===== src/design/msc_pkg.sv =====
// Package: widths, count codes and controller/datapath interface types for the square-count unit
package msc_pkg;

   localparam int VALUE_WIDTH = 16;
   localparam int ROOT_WIDTH  = (VALUE_WIDTH + 1) / 2;
   localparam int PROD_WIDTH  = 2 * ROOT_WIDTH;
   localparam int IDX_WIDTH   = ROOT_WIDTH + 1;
   localparam int SQ_WIDTH    = VALUE_WIDTH + 1;
   localparam int SUM_WIDTH   = VALUE_WIDTH + 2;
   localparam int COUNT_WIDTH = 3;

   localparam logic [COUNT_WIDTH-1:0] COUNT_ZERO  = 3'd0;
   localparam logic [COUNT_WIDTH-1:0] COUNT_ONE   = 3'd1;
   localparam logic [COUNT_WIDTH-1:0] COUNT_TWO   = 3'd2;
   localparam logic [COUNT_WIDTH-1:0] COUNT_THREE = 3'd3;
   localparam logic [COUNT_WIDTH-1:0] COUNT_FOUR  = 3'd4;

   typedef struct packed {
      logic                   load;
      logic                   root_step;
      logic                   pair_init;
      logic                   pair_step;
      logic                   strip_step;
      logic                   finish;
      logic [COUNT_WIDTH-1:0] count;
   } msc_cmd_type;

   typedef struct packed {
      logic zero;
      logic root_last;
      logic is_square;
      logic pair_over;
      logic pair_hit;
      logic strip_done;
      logic low_seven;
      logic out_busy;
   } msc_status_type;

endpackage


===== src/design/msc_ctrl.sv =====
// Controller: sequences root search, pair search and power-of-four strip for one request
module msc_ctrl (
   input  logic                    clock,
   input  logic                    reset,
   input  logic                    req_valid,
   output logic                    req_ready,
   input  msc_pkg::msc_status_type stat,
   output msc_pkg::msc_cmd_type    cmd
);
   import msc_pkg::*;

   typedef enum logic [4:0] {
      ST_IDLE  = 5'b00001,
      ST_ROOT  = 5'b00010,
      ST_CHECK = 5'b00100,
      ST_PAIR  = 5'b01000,
      ST_STRIP = 5'b10000
   } state_type;

   state_type state_ff;
   state_type state_in;

   assign req_ready = (state_ff == ST_IDLE);

   always_comb begin
      state_in = state_ff;
      cmd      = '0;
      cmd.count = COUNT_ZERO;
      unique case (state_ff)
         ST_IDLE: begin
            if (req_valid) begin
               cmd.load = 1'b1;
               state_in = ST_ROOT;
            end
         end
         ST_ROOT: begin
            cmd.root_step = 1'b1;
            if (stat.root_last) begin
               state_in = ST_CHECK;
            end
         end
         ST_CHECK: begin
            if (stat.zero || stat.is_square) begin
               if (!stat.out_busy) begin
                  cmd.finish = 1'b1;
                  cmd.count  = stat.zero ? COUNT_ZERO : COUNT_ONE;
                  state_in   = ST_IDLE;
               end
            end else begin
               cmd.pair_init = 1'b1;
               state_in      = ST_PAIR;
            end
         end
         ST_PAIR: begin
            if (stat.pair_over) begin
               state_in = ST_STRIP;
            end else if (stat.pair_hit) begin
               if (!stat.out_busy) begin
                  cmd.finish = 1'b1;
                  cmd.count  = COUNT_TWO;
                  state_in   = ST_IDLE;
               end
            end else begin
               cmd.pair_step = 1'b1;
            end
         end
         ST_STRIP: begin
            if (stat.strip_done) begin
               if (!stat.out_busy) begin
                  cmd.finish = 1'b1;
                  cmd.count  = stat.low_seven ? COUNT_FOUR : COUNT_THREE;
                  state_in   = ST_IDLE;
               end
            end else begin
               cmd.strip_step = 1'b1;
            end
         end
         default: begin
            state_in = ST_IDLE;
         end
      endcase
   end

   always_ff @(posedge clock) begin
      if (reset) begin
         state_ff <= ST_IDLE;
      end else begin
         state_ff <= state_in;
      end
   end

   a_finish_free: assert property (@(posedge clock) disable iff (reset)
      cmd.finish |-> !stat.out_busy)
      else $error("result issued while output register still occupied");

   a_load_to_root: assert property (@(posedge clock) disable iff (reset)
      cmd.load |=> (state_ff == ST_ROOT))
      else $error("accepted request did not start root search");

endmodule


===== src/design/msc_datapath.sv =====
// Datapath: bit-serial square root, two-pointer pair search, factor-of-four strip, result register
module msc_datapath (
   input  logic                                clock,
   input  logic                                reset,
   input  logic [msc_pkg::VALUE_WIDTH-1:0]     req_value,
   output logic                                rsp_valid,
   input  logic                                rsp_ready,
   output logic [msc_pkg::COUNT_WIDTH-1:0]     rsp_square_count,
   input  msc_pkg::msc_cmd_type                cmd,
   output msc_pkg::msc_status_type             stat
);
   import msc_pkg::*;

   logic [VALUE_WIDTH-1:0] value_ff;
   logic [ROOT_WIDTH-1:0]  root_ff, root_in;
   logic [ROOT_WIDTH-1:0]  root_bit_ff;
   logic [PROD_WIDTH-1:0]  rsq_ff, rsq_in;
   logic [IDX_WIDTH-1:0]   a_ff, b_ff;
   logic [SQ_WIDTH-1:0]    asq_ff, bsq_ff;
   logic [VALUE_WIDTH-1:0] m_ff;
   logic                   rsp_valid_ff, rsp_valid_in;
   logic [COUNT_WIDTH-1:0] rsp_count_ff;

   logic [ROOT_WIDTH-1:0]  trial;
   logic [PROD_WIDTH-1:0]  trial_sq;
   logic [SUM_WIDTH-1:0]   pair_sum;
   logic [SUM_WIDTH-1:0]   value_ext;

   assign trial     = root_ff | root_bit_ff;
   assign trial_sq  = PROD_WIDTH'(trial) * PROD_WIDTH'(trial);
   assign pair_sum  = SUM_WIDTH'(asq_ff) + SUM_WIDTH'(bsq_ff);
   assign value_ext = SUM_WIDTH'(value_ff);

   always_comb begin
      root_in = root_ff;
      rsq_in  = rsq_ff;
      if (trial_sq <= PROD_WIDTH'(value_ff)) begin
         root_in = trial;
         rsq_in  = trial_sq;
      end
   end

   assign stat.zero       = (value_ff == '0);
   assign stat.root_last  = root_bit_ff[0];
   assign stat.is_square  = (rsq_ff == PROD_WIDTH'(value_ff));
   assign stat.pair_over  = (a_ff > b_ff);
   assign stat.pair_hit   = (pair_sum == value_ext);
   assign stat.strip_done = (m_ff[1:0] != 2'b00);
   assign stat.low_seven  = (m_ff[2:0] == 3'b111);
   assign stat.out_busy   = rsp_valid_ff && !rsp_ready;

   always_ff @(posedge clock) begin
      if (cmd.load) begin
         value_ff    <= req_value;
         m_ff        <= req_value;
         root_ff     <= '0;
         rsq_ff      <= '0;
         root_bit_ff <= {1'b1, {(ROOT_WIDTH-1){1'b0}}};
      end else if (cmd.root_step) begin
         root_ff     <= root_in;
         rsq_ff      <= rsq_in;
         root_bit_ff <= root_bit_ff >> 1;
      end else if (cmd.strip_step) begin
         m_ff <= m_ff >> 2;
      end
      if (cmd.pair_init) begin
         a_ff   <= IDX_WIDTH'(1);
         asq_ff <= SQ_WIDTH'(1);
         b_ff   <= IDX_WIDTH'(root_ff);
         bsq_ff <= SQ_WIDTH'(rsq_ff);
      end else if (cmd.pair_step) begin
         if (pair_sum < value_ext) begin
            a_ff   <= a_ff + IDX_WIDTH'(1);
            asq_ff <= asq_ff + SQ_WIDTH'({a_ff, 1'b1});
         end else begin
            b_ff   <= b_ff - IDX_WIDTH'(1);
            bsq_ff <= bsq_ff - SQ_WIDTH'({b_ff, 1'b0}) + SQ_WIDTH'(1);
         end
      end
      if (cmd.finish) begin
         rsp_count_ff <= cmd.count;
      end
   end

   always_comb begin
      rsp_valid_in = rsp_valid_ff;
      if (cmd.finish) begin
         rsp_valid_in = 1'b1;
      end else if (rsp_ready) begin
         rsp_valid_in = 1'b0;
      end
   end

   always_ff @(posedge clock) begin
      if (reset) begin
         rsp_valid_ff <= 1'b0;
      end else begin
         rsp_valid_ff <= rsp_valid_in;
      end
   end

   assign rsp_valid        = rsp_valid_ff;
   assign rsp_square_count = rsp_count_ff;

   a_root_bound: assert property (@(posedge clock) disable iff (reset)
      cmd.root_step |=> (rsq_ff <= PROD_WIDTH'(value_ff)))
      else $error("root square exceeds value");

   a_pair_square: assert property (@(posedge clock) disable iff (reset)
      cmd.pair_step |=> (SUM_WIDTH'(asq_ff) == SUM_WIDTH'(a_ff) * SUM_WIDTH'(a_ff)))
      else $error("running square of lower index out of step");

endmodule


===== src/design/min_square_sum_count_unit.sv =====
// Top level: least count of perfect squares summing to the request value
// Sequence: bit-serial root search, a square check, the two-pointer pair search, then the
// power-of-four strip; a finished result waits while the output register is still occupied.
// One request at a time: a new request is accepted only while the controller is idle.
// The result register lets the next request start while a result waits.
// Reset clears the controller state and the result valid flag.
module min_square_sum_count_unit (
   input  logic                            clock,
   input  logic                            reset,
   input  logic                            req_valid,
   output logic                            req_ready,
   input  logic [msc_pkg::VALUE_WIDTH-1:0] req_value,
   output logic                            rsp_valid,
   input  logic                            rsp_ready,
   output logic [msc_pkg::COUNT_WIDTH-1:0] rsp_square_count
);
   import msc_pkg::*;

   msc_cmd_type    cmd;
   msc_status_type stat;

   msc_ctrl u_ctrl (
      .clock     (clock),
      .reset     (reset),
      .req_valid (req_valid),
      .req_ready (req_ready),
      .stat      (stat),
      .cmd       (cmd)
   );

   msc_datapath u_datapath (
      .clock            (clock),
      .reset            (reset),
      .req_value        (req_value),
      .rsp_valid        (rsp_valid),
      .rsp_ready        (rsp_ready),
      .rsp_square_count (rsp_square_count),
      .cmd              (cmd),
      .stat             (stat)
   );

endmodule

===== config.mk =====
export PLATFORM = sky130hd
export DESIGN_NAME = min_square_sum_count_unit
export DESIGN_NICKNAME = d
export VERILOG_FILES = /design/src/design/msc_pkg.sv /design/src/design/msc_ctrl.sv /design/src/design/msc_datapath.sv /design/src/design/min_square_sum_count_unit.sv
export SDC_FILE = /design/constraint.sdc
export NUM_CORES = 1
export LEC_CHECK = 0
export BUFFER_PORTS_ARGS = -buffer_cell sky130_fd_sc_hd__buf_2
export CAP_MARGIN = 30
export CORE_MARGIN = 1
export CORE_UTILIZATION = 59
export CTS_BUF_LIST = sky130_fd_sc_hd__clkbuf_4
export DETAILED_ROUTE_END_ITERATION = 6
export PLACE_DENSITY = 0.88
export SYNTH_ARGS = -nofsm -noshare
export SYNTH_HDL_FRONTEND = slang
export SYNTH_SLANG_ARGS = --single-unit

===== constraint.sdc =====
create_clock -name clock -period 6.5 [get_ports clock]
set_clock_uncertainty 0.1 [all_clocks]
set_input_delay 1.625 -clock clock [delete_from_list [all_inputs] [get_ports clock]]
set_output_delay 1.625 -clock clock [all_outputs]
set_load 0.05 [all_outputs]

After elaboration in Yosys (flattened, before gate mapping). Index checks and enable logic that the tools add are counted.

Word-level logic and storage cells: 93. Register bits: 125. Input bits: 20.

Reductions and logical operators: 14. Eq/ne operators: 14. Bitwise operators: 2. Order comparisons: 3. Multiplexer cells: 39. Multipliers: 1. Add/subtract/negate cells: 6.

Operators with widths (count): 16-bit two-way mux (6); 5-bit two-way mux (7); 4-bit two-way mux (7); 5-bit one-hot mux with 5 select lines (1); 8-bit two-way mux (3); 17-bit by 17-bit adder with 18-bit output (1); 18-bit by 16-bit == test with 1-bit output (1); 18-bit by 16-bit < comparator with 1-bit output (1); 17-bit by 1-bit adder with 17-bit output (second input constant) (1); 17-bit by 10-bit adder with 17-bit output (1); 17-bit by 10-bit subtractor with 17-bit output (1); 16-bit == test (1); 16-bit less-or-equal comparator (1); 16-bit zero test (1); 8-bit by 8-bit multiplier with 16-bit output (1); 1-bit two-way mux (13); 4-bit one-hot mux with 3 select lines (1); 2-bit AND reduction (5); 9-bit by 1-bit adder with 9-bit output (second input constant) (1); 9-bit > comparator (1); 9-bit by 1-bit subtractor with 9-bit output (second input constant) (1); 8-bit bitwise OR (1); 2-bit nonzero test (4); 2-bit != test (second input constant) (3); other kinds (14) (15).

Depth between registers and ports, before layout.
Word-level depth: 7. Mapped depth: 28. Gate-level depth less buffers: 26.

Hierarchy. From an unflattened synthesis, not the netlist that was laid out.

Cells, all modules: 1057. Area, all modules: 9775.6 µm².

By module, submodules not included: msc_datapath (area an instance 9290.2 µm², cells each 996, times used 1); msc_ctrl (area an instance 485.5 µm², cells each 61, times used 1).

Least setup slack after synthesis. Ideal clock, no wire load.

Path kind: flip-flop to flip-flop. Start point: register u_datapath.root_ff[5]. End point: register u_datapath.rsq_ff[10]. Slack: 29 ps. Path buffers: 1. Data arrival time: 6217 ps. Cell stages (with the launch flop): 27. Setup time: 154 ps. Cells stage by stage: dfxtp_1 > nor2_1 > inv_1 > nand2_1 > inv_1 > fa_1 > fa_1 > inv_1 > fa_1 > fa_1 > inv_1 > ha_1 > or3_1 > o21ai_0 > a211oi_1 > nor2_1 > a21oi_1 > xor2_1 > inv_1 > ha_1 > nand4_1 > or2_2 > or4_1 > o21ai_2 > buf_2 > mux2i_1 > nor2_1.

Longest elaborated chain between the ends: 4.

Ends and longest elaborated chain: from (decl) (RTL line msc_datapath.sv:15) `logic [ROOT_WIDTH-1:0] root_ff, root_in;`; from (signal assigned) (RTL line msc_datapath.sv:60) `root_ff <= root_in;`; 8-bit bitwise OR (RTL line msc_datapath.sv:29) `assign trial = root_ff | root_bit_ff;`; named net u_datapath.trial[5] (RTL line msc_datapath.sv:24) `logic [ROOT_WIDTH-1:0] trial;`; 8-bit by 8-bit multiplier with 16-bit output (RTL line msc_datapath.sv:30) `assign trial_sq = PROD_WIDTH'(trial) * PROD_WIDTH'(trial);`; named net u_datapath.trial_sq[15] (RTL line msc_datapath.sv:25) `logic [PROD_WIDTH-1:0] trial_sq;`; 16-bit less-or-equal comparator (RTL line msc_datapath.sv:37) `if (trial_sq <= PROD_WIDTH'(value_ff)) begin`; 2-bit AND reduction (no line); to (signal assigned) (RTL line msc_datapath.sv:61) `rsq_ff <= rsq_in;`; to (decl) (RTL line msc_datapath.sv:17) `logic [PROD_WIDTH-1:0] rsq_ff, rsq_in;`.

The timed path passes the listed nets, and every way through them passes these cells. A chain may end at the register's enable or synchronous reset.

Worst setup path after layout.
Start point: register u_datapath.root_bit_ff[6]. End point: register u_datapath.rsq_ff[5].

Longest elaborated chain between the ends: 4.

Ends and longest elaborated chain: from (decl) (RTL line msc_datapath.sv:16) `logic [ROOT_WIDTH-1:0] root_bit_ff;`; from (signal assigned) (RTL line msc_datapath.sv:58) `root_bit_ff <= {1'b1, {(ROOT_WIDTH-1){1'b0}}};`; from (signal assigned) (RTL line msc_datapath.sv:62) `root_bit_ff <= root_bit_ff >> 1;`; 8-bit bitwise OR (RTL line msc_datapath.sv:29); named net u_datapath.trial[6] (RTL line msc_datapath.sv:24); 8-bit by 8-bit multiplier with 16-bit output (RTL line msc_datapath.sv:30); named net u_datapath.trial_sq[15] (RTL line msc_datapath.sv:25); 16-bit less-or-equal comparator (RTL line msc_datapath.sv:37); 2-bit AND reduction (no line).

The timed path passes the listed nets, and every way through them passes these cells.

==> impl_metrics.py <==
metrics = {
    "yosys": {
        "synthCells": 1117,
        "synth_edf_count": 59,
        "ys.flop_type": "dfxtp_1",
        "synth_common_cells": "nand2_1 (141), ha_1 (122), inv_1 (110)",
        "synth_area_um2": 9750,
        "yosys-top-cells-area": "edfxtp_1 (18%), ha_1 (16%), dfxtp_1 (13%)",
        "synth.distinct_cells": 62,
        "avgSynthCellArea_um2": 8.73,
        "synthArstFlopShare": 0,
        "yosys.area.top_type": "edfxtp_1",
        "ys_ff_latch": 123,
        "synth.most_common_cell": "nand2_1",
        "ys_seq_area_frac": 0.313,
        "synth_fp_nets": 1287,
        "yosysWarnings": 0,
        "synth_top_area_share": 0.182,
    },
    "run_status": {
        "status": "complete, but fails checks",
        "violations": "DRC",
    },
    "job": {
        "drv_cap": 0,
    },
    "die": {
        "fp.dieH_um": 131,
        "io_pins": 25,
        "placementRows": 46,
        "core_area_um2": 16000,
        "design.die.area_um2": 17000,
        "die_width_um": 131,
        "initial_core_util": 0.609,
    },
    "cts": {
        "cts.sinks": 123,
        "cts_made_buffers": 17,
        "root_buffer": "clkbuf_4",
        "h-tree-depth": 4,
        "cts_tree": "built",
        "insertion_delay_ns": 0.58,
        "clk_pin_slew_worst_paths_ns": 0.14,
        "cts_hold_buf": 0,
        "cts_buffer_depth": 2,
    },
    "final_layout": {
        "fin_cells": 1386,
        "fill_cells": 1217,
        "drive_gt1_frac": 0.103,
        "area_delta_synth_final_pct": 8.66,
        "fin_nets": 1326,
    },
    "sta": {
        "holdWs_ns": 0.390,
        "slew_headroom": 0.388,
        "slew_violations": 0,
        "max_freq_mhz": 158,
        "hold_violations": 0,
        "worst_slack_ns": 0.162,
        "tns_ns": 0,
        "finalSetupViolCount": 0,
        "period_share": 0.975,
        "finalCriticalPeriod_ns": 6.34,
        "tightest_slew_ns": 0.912,
    },
    "setup_path": {
        "worstPathMaxFanout": 8,
        "crit_slowest_cell": "fa_1",
        "critical-path-top-delay-family": "adder cells",
        "worstSetupStartpoint": "u_datapath.root_bit_ff[6]",
        "worstPathRequired_ns": 6.84,
        "max_stage_delay_ns": 0.58,
        "r2r-start": "u_datapath.root_bit_ff[6]",
        "cp.arrival_ns": 6.68,
        "endpoint_kind": "flip-flop",
        "cp.buffers_inverters": 7,
        "startpoint_type": "flip-flop",
        "critical_path_class": "flip-flop to flip-flop",
    },
    "routing": {
        "dr.pass1.iters": 7,
        "drc_errors": 1,
        "drtIter0Drc": 770,
        "routed_wl_um": 24200,
        "via_count": 8435,
        "avgRoutedWirePerCell_um": 17.4,
        "final_antenna_net_count": 0,
        "via_per_inst": 6.09,
    },
    "min_path": {
        "hold_class": "flip-flop to flip-flop",
        "worstHoldStart": "u_datapath.bsq_ff[16]",
    },
    "global_route": {
        "grt_max_degree": 59,
        "antenna_found_initial": 1,
        "grt_first_pass_wirelength_um": 37900,
        "grt_pass1_vias": 8039,
        "grt_usage": 0.291,
        "grt_overflow_total": 0,
    },
    "placement": {
        "io_buffers": 24,
        "place_ws_ns": -0.0106,
        "dp_cells": 1349,
        "place_congestion": 0.920,
        "dp_hpwl_um": 17900,
    },
    "power_and_ir_drop": {
        "total_power_mw": 2.08,
        "p_leak_nw": 4.90,
        "irDropWorstVdd_mv": 0.254,
        "power_density_nw_per_um2": 196,
    },
}
[registers in the layout (all words and copies together) (netlist names)]
name / cells
u_ctrl.state_ff: 5
u_datapath.a_ff: 9
u_datapath.asq_ff: 17
u_datapath.b_ff: 9
u_datapath.bsq_ff: 17
u_datapath.m_ff: 16
u_datapath.root_bit_ff: 8
u_datapath.root_ff: 7
u_datapath.rsp_square_count: 3
u_datapath.rsp_valid: 1
u_datapath.rsq_ff: 15
u_datapath.value_ff: 16
[kinds of logic after synthesis]
| logic type | after synthesis | synth area share |
|---|---|---|
| buffers and inverters | 136 | 0.0556 |
| XOR/XNOR | 68 | 0.0611 |
| flip-flops | 123 | 0.313 |
| AO/OA/AOI/OAI | 246 | 0.160 |
| AND/OR/NAND/NOR | 381 | 0.183 |
| adder cells (fa/ha/maj) | 150 | 0.214 |
| multiplexers | 13 | 0.0139 |
[timing repair]
item	in CTS	in global routing
gates resized for setup	2	27
pin swaps	0	3
endpoints found under the setup margin	4	22
buffers inserted	2	2
[where the power goes]
group	switching, mW	total, mW	leakage (nW)	internal [mW]
combinational	0.307	0.508	3.66	0.201
sequential	0.0746	0.969	1.08	0.894
clock	0.357	0.602	0.169	0.245
total	0.739	2.08	4.90	1.34
[metal layers]
layer,up-vias,part of all wire,track usage
li1,4023,-,-
met1,3995,0.41,0.356
met2,351,0.48,0.495
met3,66,0.067,0.0542
met4,0,0.037,0.138
met5,-,0,0
[metrics by stage]
| step | utilization | instance area [um^2] |
|---|---|---|
| 6_report | 0.662 | 10600 |
| 3_5_place_dp | 0.634 | 10100 |
| 3_3_place_gp | 0.634 | 10100 |
| 4_1_cts | 0.655 | 10500 |
| 5_1_grt | 0.662 | 10600 |
| 2_1_floorplan | - | 9750 |
[final timing paths]
path	end	cells after the start	slack, ns
worst max-delay path	u_datapath.rsq_ff[5]	27	0.16
worst min-delay path	u_datapath.bsq_ff[16]	1	0.39
worst max register to register	u_datapath.rsq_ff[5]	27	0.16
worst min register to register	u_datapath.bsq_ff[16]	1	0.39
[cells in the final DEF (no fill, tap or decap), types with 8 or more instances in the layout]
master,netlist,routed
inv_1,110,109
buf_4,0,17
xor2_1,30,30
nand2b_1,12,12
nor2b_1,9,9
o211ai_1,9,9
nor3_1,22,22
or3_1,9,9
dfxtp_1,64,59
nand2_1,141,140
a21o_1,27,27
nand4_1,15,15
ha_1,122,119
o21ai_0,42,38
a211oi_1,16,14
mux2i_1,12,12
a21oi_1,94,93
xnor2_1,38,38
nor4_1,10,10
nand3_1,24,24
a31oi_1,8,8
buf_2,4,24
clkbuf_4,0,17
edfxtp_1,59,59
fa_1,28,28
nor2_1,97,92
[area by class of cell]
type                            instances  area (um^2)  share of cell area
Antenna cell                            1         2.50            0.000236
Sequential cell                       123         3060               0.289
Clock inverter                         15          178              0.0168
Timing Repair Buffer                   45          302              0.0285
Inverter                              111          417              0.0393
Clock buffer                           17          128              0.0120
Tap cell                              216          270              0.0255
Multi-Input combinational cell        858         6230               0.589
[worst register-to-register path: stages (launching register included)]
cell	delay [ns]
dfxtp_4	0.38
nor2_1	0.05
inv_1	0.08
buf_4	0.13
nand2_1	0.09
fa_1	0.58
inv_2	0.06
fa_1	0.48
fa_1	0.54
inv_1	0.06
fa_1	0.54
inv_1	0.05
ha_2	0.21
or3_1	0.36
o21ai_2	0.09
a211oi_2	0.07
nor2_1	0.11
a21oi_1	0.08
xor2_1	0.24
inv_1	0.13
ha_4	0.30
nand4_1	0.11
or2_4	0.28
or4_4	0.54
o21ai_4	0.10
buf_6	0.18
mux2i_1	0.21
nor2_1	0.07
(Power assumes the default switching activity.)
